$ cat config.mk
export PLATFORM = sky130hd
export DESIGN_NAME = imbe_fdd_cell
export DESIGN_NICKNAME = d
export VERILOG_FILES = /design/src/rtl/imbe_fdd_pkg.sv /design/src/rtl/imbe_fdd_cell.sv
export SDC_FILE = /design/constraint.sdc
export NUM_CORES = 1
export LEC_CHECK = 0
export BUFFER_PORTS_ARGS = -buffer_cell sky130_fd_sc_hd__buf_2
export CORE_UTILIZATION = 42
export CTS_CLUSTER_DIAMETER = 80
export DETAILED_ROUTE_END_ITERATION = 12
export GPL_TIMING_DRIVEN = 1
export HOLD_SLACK_MARGIN = 0.06
export PLACE_DENSITY = 0.75
export SLEW_MARGIN = 20
export SYNTH_ARGS = -nofsm -noshare
export SYNTH_HDL_FRONTEND = slang
export SYNTH_SLANG_ARGS = --single-unit
$ cat constraint.sdc
create_clock -name aclk -period 4.4 [get_ports aclk]
set_input_delay 0.44 -clock aclk [delete_from_list [all_inputs] [get_ports aclk]]
set_output_delay 0.44 -clock aclk [all_outputs]
set_load 0.01 [all_outputs]
$ cat src/rtl/imbe_fdd_pkg.sv
// Shared types, constants and the interleave table of the IMBE frame deinterleaver.
package imbe_fdd_pkg;

    localparam int FRAME_BITS  = 144;
    localparam int FIELD_BITS  = 48;
    localparam int LCG_BITS    = 16;
    localparam int C0_BITS     = 12;
    localparam int C7_BITS     = 7;
    localparam int WIN_FIRST   = 23;
    localparam int WIN_BITS    = 114;
    localparam int NUM_CELLS   = WIN_BITS;

    localparam logic [LCG_BITS-1:0] LCG_MUL = 16'd173;
    localparam logic [LCG_BITS-1:0] LCG_ADD = 16'd13849;

    // Data carried from cell to cell: generator state, the window that is being
    // descrambled, and the two vectors that pass through untouched.
    typedef struct packed {
        logic [LCG_BITS-1:0] lcg;
        logic [WIN_BITS-1:0] win;
        logic [C0_BITS-1:0]  c0;
        logic [C7_BITS-1:0]  c7;
    } cell_data_t;

    typedef logic [7:0] ilv_entry_t;

    localparam ilv_entry_t ILV [FRAME_BITS] = '{
        8'd0,   8'd7,   8'd12,  8'd19,  8'd24,  8'd31,  8'd36,  8'd43,
        8'd48,  8'd55,  8'd60,  8'd67,  8'd72,  8'd79,  8'd84,  8'd91,
        8'd96,  8'd103, 8'd108, 8'd115, 8'd120, 8'd127, 8'd132, 8'd139,
        8'd1,   8'd6,   8'd13,  8'd18,  8'd25,  8'd30,  8'd37,  8'd42,
        8'd49,  8'd54,  8'd61,  8'd66,  8'd73,  8'd78,  8'd85,  8'd90,
        8'd97,  8'd102, 8'd109, 8'd114, 8'd121, 8'd126, 8'd133, 8'd138,
        8'd2,   8'd9,   8'd14,  8'd21,  8'd26,  8'd33,  8'd38,  8'd45,
        8'd50,  8'd57,  8'd62,  8'd69,  8'd74,  8'd81,  8'd86,  8'd93,
        8'd98,  8'd105, 8'd110, 8'd117, 8'd122, 8'd129, 8'd134, 8'd141,
        8'd3,   8'd8,   8'd15,  8'd20,  8'd27,  8'd32,  8'd39,  8'd44,
        8'd51,  8'd56,  8'd63,  8'd68,  8'd75,  8'd80,  8'd87,  8'd92,
        8'd99,  8'd104, 8'd111, 8'd116, 8'd123, 8'd128, 8'd135, 8'd140,
        8'd4,   8'd11,  8'd16,  8'd23,  8'd28,  8'd35,  8'd40,  8'd47,
        8'd52,  8'd59,  8'd64,  8'd71,  8'd76,  8'd83,  8'd88,  8'd95,
        8'd100, 8'd107, 8'd112, 8'd119, 8'd124, 8'd131, 8'd136, 8'd143,
        8'd5,   8'd10,  8'd17,  8'd22,  8'd29,  8'd34,  8'd41,  8'd46,
        8'd53,  8'd58,  8'd65,  8'd70,  8'd77,  8'd82,  8'd89,  8'd94,
        8'd101, 8'd106, 8'd113, 8'd118, 8'd125, 8'd130, 8'd137, 8'd142
    };

endpackage

$ cat src/rtl/imbe_fdd_cell.sv
// One descrambler cell: steps the generator once and whitens one window bit.
module imbe_fdd_cell (
    input  logic                     aclk,
    input  logic                     aresetn,
    input  logic                     en,
    input  logic                     in_valid,
    input  imbe_fdd_pkg::cell_data_t in_data,
    output logic                     out_valid,
    output imbe_fdd_pkg::cell_data_t out_data
);

    logic                     valid_reg;
    imbe_fdd_pkg::cell_data_t data_reg;
    imbe_fdd_pkg::cell_data_t data_next;
    logic [imbe_fdd_pkg::LCG_BITS-1:0] lcg_step;

    assign lcg_step = imbe_fdd_pkg::LCG_BITS'(in_data.lcg * imbe_fdd_pkg::LCG_MUL
                                              + imbe_fdd_pkg::LCG_ADD);

    // The bit being whitened is always at the top of the window; the window then
    // rotates left so that the next position comes up. After a full chain it is
    // back in its original order.
    always_comb begin
        data_next     = in_data;
        data_next.lcg = lcg_step;
        data_next.win = {in_data.win[imbe_fdd_pkg::WIN_BITS-2:0],
                         in_data.win[imbe_fdd_pkg::WIN_BITS-1]
                         ^ lcg_step[imbe_fdd_pkg::LCG_BITS-1]};
    end

    always_ff @(posedge aclk) begin
        if (!aresetn) begin
            valid_reg <= 1'b0;
        end else if (en) begin
            valid_reg <= in_valid;
        end
    end

    always_ff @(posedge aclk) begin
        if (en) begin
            data_reg <= data_next;
        end
    end

    assign out_valid = valid_reg;
    assign out_data  = data_reg;

endmodule

### Word level (Yosys, flattened, before mapping)

Index checks and enable logic that the tools add are counted.

| operators by class | value |
|---|---|
| multiply operators | 1 |
| add/subtract/negate cells | 1 |
| bitwise logic cells | 1 |

Operators with widths:

| cell | number |
|---|---|
| 16-bit by 14-bit adder with 16-bit output, second input constant | 1 |
| 16-bit by 8-bit multiplier with 16-bit output, second input constant | 1 |
| 1-bit XOR | 1 |

| storage, ports and cells | value |
|---|---|
| output and inout port bits | 150 |
| input port bits | 153 |
| register bits | 150 |
| logic and storage cells | 8 |

### Depth between registers and ports, before layout

Gate-level depths: netlist (run 1).

| depth | value |
|---|---|
| depth in word-level cells | 3 |
| depth in mapped cells | 14 |
| gate-level depth less buffers | 14 |

### Worst setup path after synthesis (run 1)

No wires, ideal clock.

| path | value |
|---|---|
| path type | input -> register |
| start | input in_data[141] in the netlist's numbering |
| end | register data_reg (netlist bit out_data[19]), data pin |
| data arrival time | 3,879 ps |
| data required time | 4,132 ps |
| buffers on the path | 0 |
| setup time | 268 ps |
| path slack | 253 ps |
| cell stages on the path | 14 |
| cell sequence | ha_1 inv_1 fa_1 inv_1 fa_1 inv_1 fa_1 inv_1 ha_1 a21o_1 a211oi_1 a21oi_1 nor3_2 xnor3_1 |

RTL lines:

| item | line | RTL |
|---|---|---|
| start, declared | imbe_fdd_cell.sv:7 | `input imbe_fdd_pkg::cell_data_t in_data,` |
| end signal, assigned | imbe_fdd_cell.sv:41 | `data_reg <= data_next;` |
| end, declared | imbe_fdd_cell.sv:13 | `imbe_fdd_pkg::cell_data_t data_reg;` |

==> results.tsv, run 1 <==
stage	metric	value	unit
pwr	power.density	534	nW/um2
clock_network	cts_tree	done	
timing	slew_viol_final	0	
detailed_routing	via_per_inst	4.67	
pwr	ir_drop	0.258	mV
global_routing	grt_start_max_net_pins	69	
final_layout	num-nets-final	931	
synth	synth_area_leaders	edfxtp_1, fa_1, ha_1	
clock_network	cts_setup_buffers	0	
synth	async_flop_share	0	%
run_status	status	finished, final reports clean	
clock_network	postCtsHoldBufs	0	
global_routing	use_met1	22.3	%
timing	whs	0.194	ns
timing	finalWorstSetupSlack	0.407	ns
setup_path	rr_startpoint	out_valid$_SDFFE_PN0P_	
synth	ys_ff_latch	150	
synth	yosysWarnings	0	
final_layout	area_growth	36.5	%
min_path	hp-class	in -> reg	
timing	hold_viol_final	0	
global_routing	grt_pass1_wl	23300	um
setup_path	end_kind	flip-flop	
placement	post_dp_cell_area	8310	um2
timing	tns	0	ns
timing	slew_headroom	60.9	%
synth	yosys.cell_count.top_type	edfxtp_1	
placement	dp_hpwl	12700	um
floorplan	start_util	42.9	%
timing	setup_viol	0	
synth	syn_avg_cell_area	17.4	um2
detailed_routing	wl_per_cell	17.6	um
floorplan	die_h	126	um
detailed_routing	first_pass_iters	4	
placement	io_buffers	302	
synth	synth_top_area_cell	edfxtp_1	
clock_network	clk_transition_reported_paths	0.07	ns
floorplan	placementRows	45	
detailed_routing	route.detailed.drc	0	
detailed_routing	drt-total-wl	15900	um
timing	min_period	3.99	ns
clock_network	cts_buffers	17	
detailed_routing	vias	4223	
timing	min_period_over_period	90.8	%
global_routing	busiest_layer	met2	
global_routing	antenna_found_initial	3	
final_layout	nFillCells	1187	
floorplan	dieArea	16000	um2
synth	synthDistinctLibCells	34	
setup_path	cp_data_required_time	4.56	ns
detailed_routing	dr.first_iter.drc_count	327	
synth	synth_common_cells	edfxtp_1, inv_1, ha_1	
floorplan	die_x	126	um
setup_path	cp-startpoint	in_data[141]	
final_layout	fin_area	8870	um2
clock_network	ctsResizeCount	0	
global_routing	met3_usage	7.13	%
setup_path	crit_type	in -> reg	
setup_path	worst_setup_path_start_kind	input port	
global_routing	grt.overflow.total	0	
synth	synth_flop_cell	edfxtp_1	
timing	worstMarginPinSlew	0.587	ns
global_routing	use_met2	35.5	%
clock_network	cts.path.max_buffers	2	
clock_network	clkSinkCount	150	
floorplan	core	15100	um2
timing	rsz0062_at_grt	false	
global_routing	track_usage	19.9	%
min_path	hold_start	in_data[60]	
synth	synth.top_cell.area_share	68.8	%
placement	place_congestion	0.850	
detailed_routing	ant_nets	0	
flow_run	maxCapViolations	0	
final_layout	multiInputGateArea	1740	um2
pwr	p_total	4.74	mW
setup_path	path_max_fanout	3	
global_routing	grt_pass1_vias	4256	
synth	synth_fp_nets	603	
synth	synthCells	373	
clock_network	insertion_delay	0.41	ns
clock_network	htree_levels	4	
synth	synth_edf_count	149	
synth	ys_seq_area_share	69.1	%
setup_path	crit_arrival	4.15	ns
timing	fmax	250	MHz
final_layout	drive_gt1_share	47.9	%
clock_network	cts_root_buf	clkbuf_16	
pwr	p_leak	4.12	nW
synth	syn_area	6500	um2
placement	dpl_worst_slack	-0.00343	ns
timing	clock_skew	0	ns
floorplan	num_io_pins	303	
final_layout	register_area	4490	um2
-- logic make-up after synthesis --
group           Yosys count  share of synthesized area (%)
fa+ha+maj                77                           18.4
flops                   150                           69.1
simple gates             22                           1.89
buf+inv                  70                           4.04
mux                       1                          0.154
xor+xnor                 22                           3.18
compound gates           31                           3.21
-- stage by stage --
step,util (%),std cells
5_1_grt,58.6,902
6_report,58.6,904
4_1_cts,58.6,902
2_1_floorplan,-,373
3_5_place_dp,54.8,870
3_3_place_gp,54.8,870
-- power by group --
part           switching, mW  leakage (nW)  internal (mW)  total, mW
clock                  0.605         0.267          0.745       1.35
combinational          0.855          2.39          0.675       1.53
sequential            0.0398          1.47           1.82       1.86
total                   1.50          4.12           3.24       4.74
-- critical path: stages --
cell and delay (ns):
buf_2 0.12, ha_1 0.31, inv_1 0.09, fa_1 0.50, inv_1 0.05, fa_1 0.47
inv_1 0.05, fa_1 0.52, inv_1 0.04, ha_1 0.32, a21o_1 0.21, a211oi_1 0.35
a21oi_1 0.13, nor3_2 0.20, xnor3_1 0.34
-- flip-flops by register name (all words and copies together), names as in the netlist --
signal     count
out_data     149
out_valid      1
-- cell usage in the layout (no fill, tap or decap), drive strengths merged, types with 2 or more instances in the layout --
cell	n
a21oi	8
nand3	2
clkinv	4
nor3	3
a21o	5
edfxtp	149
xor2	6
clkinvlp	3
a31oi	2
xnor2	15
diode	2
clkbuf	17
and3	2
nor2b	3
buf	309
nor2	3
ha	46
fa	31
a211oi	2
nand2	4
o21ai	6
inv	78
-- worst paths after layout --
check             cells past startpoint                     end  slack (ns)
setup / recovery                     15  out_data[19]$_DFFE_PP_        0.41
hold / removal                        1  out_data[61]$_DFFE_PP_        0.19
setup reg to reg                      2  out_valid$_SDFFE_PN0P_        3.77
hold reg to reg                       2  out_valid$_SDFFE_PN0P_        0.56
-- final cells by class --
type                       count  area share (%)
sequential                   150            50.6
clock inverter                15            1.55
tap                          188            2.65
multi-input combinational    153            19.7
antenna                        2          0.0564
clock buffer                  17            4.79
timing repair buffer         309            17.7
inverter                      70            2.96
-- routing by layer --
metal	share of wire (%)	routed length, um	vias to the layer above
met5	0.17	27	-
met4	1.7	278	4
met3	7.6	1220	21
met2	53	8370	146
met1	38	6040	2072
li1	-	-	1980
Note: power is estimated with default switching activity, not from simulation.
==> inputs of run 2 (changes only) <==
--- a/config.mk
+++ b/config.mk
@@ -6,12 +6,13 @@
 export NUM_CORES = 1
 export LEC_CHECK = 0
 export BUFFER_PORTS_ARGS = -buffer_cell sky130_fd_sc_hd__buf_2
-export CORE_UTILIZATION = 42
+export CORE_UTILIZATION = 44
+export CTS_BUF_LIST = sky130_fd_sc_hd__clkbuf_8
 export CTS_CLUSTER_DIAMETER = 80
 export DETAILED_ROUTE_END_ITERATION = 12
 export GPL_TIMING_DRIVEN = 1
 export HOLD_SLACK_MARGIN = 0.06
-export PLACE_DENSITY = 0.75
+export PLACE_DENSITY = 0.78
 export SLEW_MARGIN = 20
 export SYNTH_ARGS = -nofsm -noshare
 export SYNTH_HDL_FRONTEND = slang
==> run 2 against run 1 <==
Effect of this change:
- flip-flop and latch count unchanged
- critical path depth unchanged
- maximum frequency increased by 0.25%
- sequential share of layout area increased by 0.88 points
- die area is 4.5% lower
- critical path type unchanged
==> results.tsv, run 2 (synthesis results as in run 1) <==
stage	metric	value	unit	change
run_status	status	finished, final reports clean		
timing	finalWorstSetupSlack	0.417	ns	+0.00987 ns
pwr	pwr-share-clk	24.9	%	-3.6 points
clock_network	postCtsHoldBufs	0		unchanged
floorplan	die_h	124	um	-2.3%
detailed_routing	wl_per_cell	18.9	um	+7.3%
final_layout	area_growth	34.2	%	
timing	slew_headroom	46.7	%	-14 points
setup_path	crit_type	in -> reg		
timing	fmax	251	MHz	+0.25%
setup_path	crit_slowest_cell	fa_1		
detailed_routing	via_per_inst	4.82		+3.2%
placement	dpl_worst_slack	0.00834	ns	+0.0118 ns
clock_network	cts_root_buf	clkbuf_8		
clock_network	cts_buffers	17		unchanged
timing	setup_viol	0		unchanged
final_layout	largest_reg_flops	149		unchanged
setup_path	crit_arrival	4.18	ns	+0.03 ns
clock_network	cts_tree	done		
clock_network	cts.path.max_buffers	2		unchanged
pwr	p_comb_share	33.7	%	+1.4 points
placement	place_congestion	0.918		+8.1%
pwr	p_leak	4.06	nW	-1.5%
detailed_routing	dr.first_iter.drc_count	346		+5.8%
setup_path	path_cells	buf_2, ha_1, inv_1, fa_1, inv_1, fa_1, inv_1, fa_1, inv_1, ha_1, a21o_1, a211oi_1, a21oi_1, nor3_2, xnor3_1		
detailed_routing	drt-total-wl	17000	um	+6.8%
timing	slew_viol_final	0		unchanged
detailed_routing	first_pass_iters	5		+1
floorplan	start_util	44.9	%	+2.0 points
clock_network	ctsResizeCount	0		unchanged
clock_network	htree_levels	4		unchanged
global_routing	track_usage	22.0	%	+2.0 points
global_routing	grt_start_max_net_pins	90		+30%
detailed_routing	vias	4340		+2.8%
pwr	p_total	4.50	mW	-5.1%
setup_path	path_common_cell	inv_1		
final_layout	final_common_cell	buf_2		
setup_path	path_max_fanout	5		+2
pwr	p_int	3.09	mW	-4.5%
floorplan	dieArea	15300	um2	-4.5%
floorplan	die_x	124	um	-2.3%
final_layout	layout.cells.most_common_list	buf_2, edfxtp_1, inv_1		
clock_network	cts_setup_buffers	0		unchanged
clock_network	insertion_delay	0.45	ns	+0.04 ns
pwr	pwr-share-seq	41.3	%	+2.1 points
global_routing	grt_pass1_vias	4232		-0.56%
global_routing	grt.overflow.total	0		unchanged
clock_network	clkSinkCount	150		unchanged
setup_path	slowest_delay	0.52	ns	about the same
timing	hold_viol_final	0		unchanged
timing	min_period_over_period	90.5	%	-0.22 points
setup_path	worst_setup_path_start_kind	input port		
pwr	ir_drop	0.289	mV	+12%
placement	dp_hpwl	13400	um	+5.7%
floorplan	placementRows	44		-2.2%
setup_path	cp_data_required_time	4.60	ns	+0.04 ns
pwr	swShare	31.3	%	-0.40 points
pwr	power.density	515	nW/um2	-3.4%
floorplan	core	14500	um2	-4.4%
placement	io_buffers	302		unchanged
global_routing	grt_pass1_wl	23700	um	+1.7%
timing	rsz0062_at_grt	false		
flow_run	maxCapViolations	0		unchanged
timing	worstMarginPinSlew	0.800	ns	+0.213 ns
pwr	power_switching	1.41	mW	-6.3%
detailed_routing	ant_nets	0		unchanged
global_routing	antenna_found_initial	5		+2
clock_network	clk_transition_reported_paths	0.08	ns	about the same
timing	tns	0	ns	unchanged
setup_path	end_kind	flip-flop		
timing	clock_skew	0	ns	unchanged
floorplan	num_io_pins	303		unchanged
final_layout	num-nets-final	930		-0.11%
final_layout	drive_gt1_share	47.3	%	-0.63 points
min_path	hp-class	in -> reg		
detailed_routing	route.detailed.drc	0		unchanged
timing	min_period	3.98	ns	-0.00987 ns
==> run 2: cell count changes in the layout (fill, tap and decap cells not counted), sizes merged <==
cell / before / now
clkinv: 4 / 3
diode: 2 / 3
inv: 78 / 75
buf: 309 / 308
bufinv: 0 / 4
==> run 2: path summary, 6_finish.rpt <==
path                                                 to              startpoint  depth (start not counted)  slack [ns]
worst max-delay path             out_data[19]$_DFFE_PP_            in_data[141]                         15        0.42
worst min register to register   out_valid$_SDFFE_PN0P_  out_valid$_SDFFE_PN0P_                          2        0.59
worst max register to register   out_valid$_SDFFE_PN0P_  out_valid$_SDFFE_PN0P_                          2        3.75
worst min-delay path            out_data[108]$_DFFE_PP_            in_data[107]                          1        0.16
==> run 2: power by group through the flow <==
| stage | sequential [mW] | combinational (mW) | clock [mW] |
|---|---|---|---|
| 3_3_place_gp | 1.89 | 1.46 | 0 |
| 3_5_place_dp | 1.89 | 1.51 | 0 |
| 2_1_floorplan | 1.98 | 0.860 | 0 |
| 6_report | 1.86 | 1.52 | 1.12 |
| 5_1_grt | 1.88 | 1.69 | 1.20 |
| 4_1_cts | 1.86 | 1.52 | 1.14 |
==> run 2: per-stage QoR <==
step                      instance area, um2  instances  hold slack, ns  util [%]
after global placement                  8290        865           0.544      57.3
after detailed placement                8290        865           0.592      57.3
after floorplan                         6500        373           0.538         -
after global routing                    8720        899           0.128      60.2
after CTS                               8720        897           0.133      60.2
final                                   8720        900           0.159      60.2
==> run 2: layout make-up <==
type	count	area, um2
timing repair buffer	308	1560
tap	184	230
clock inverter	15	188
antenna	3	7.51
fill	1114	5760
inverter	70	263
sequential	150	4490
clock buffer	17	234
multi-input combinational	153	1740
==> run 2: per-layer routing <==
| metal | global-route usage [%] | vias up | part of all wire [%] | wire length, um |
|---|---|---|---|---|
| li1 | - | 1973 | - | - |
| met1 | 26.6 | 2136 | 39 | 6710 |
| met4 | 7.61 | 2 | 1.7 | 285 |
| met3 | 8.03 | 26 | 8.6 | 1460 |
| met5 | 0 | - | 0.071 | 12 |
| met2 | 36.1 | 203 | 50 | 8550 |
==> run 2: critical path: cells and delay by family <==
family | cells | cell delay [ns]
buf+inv | 5 | 0.34
compound gates | 3 | 0.70
xor+xnor | 1 | 0.33
fa+ha+maj | 5 | 2.16
simple gates | 1 | 0.20
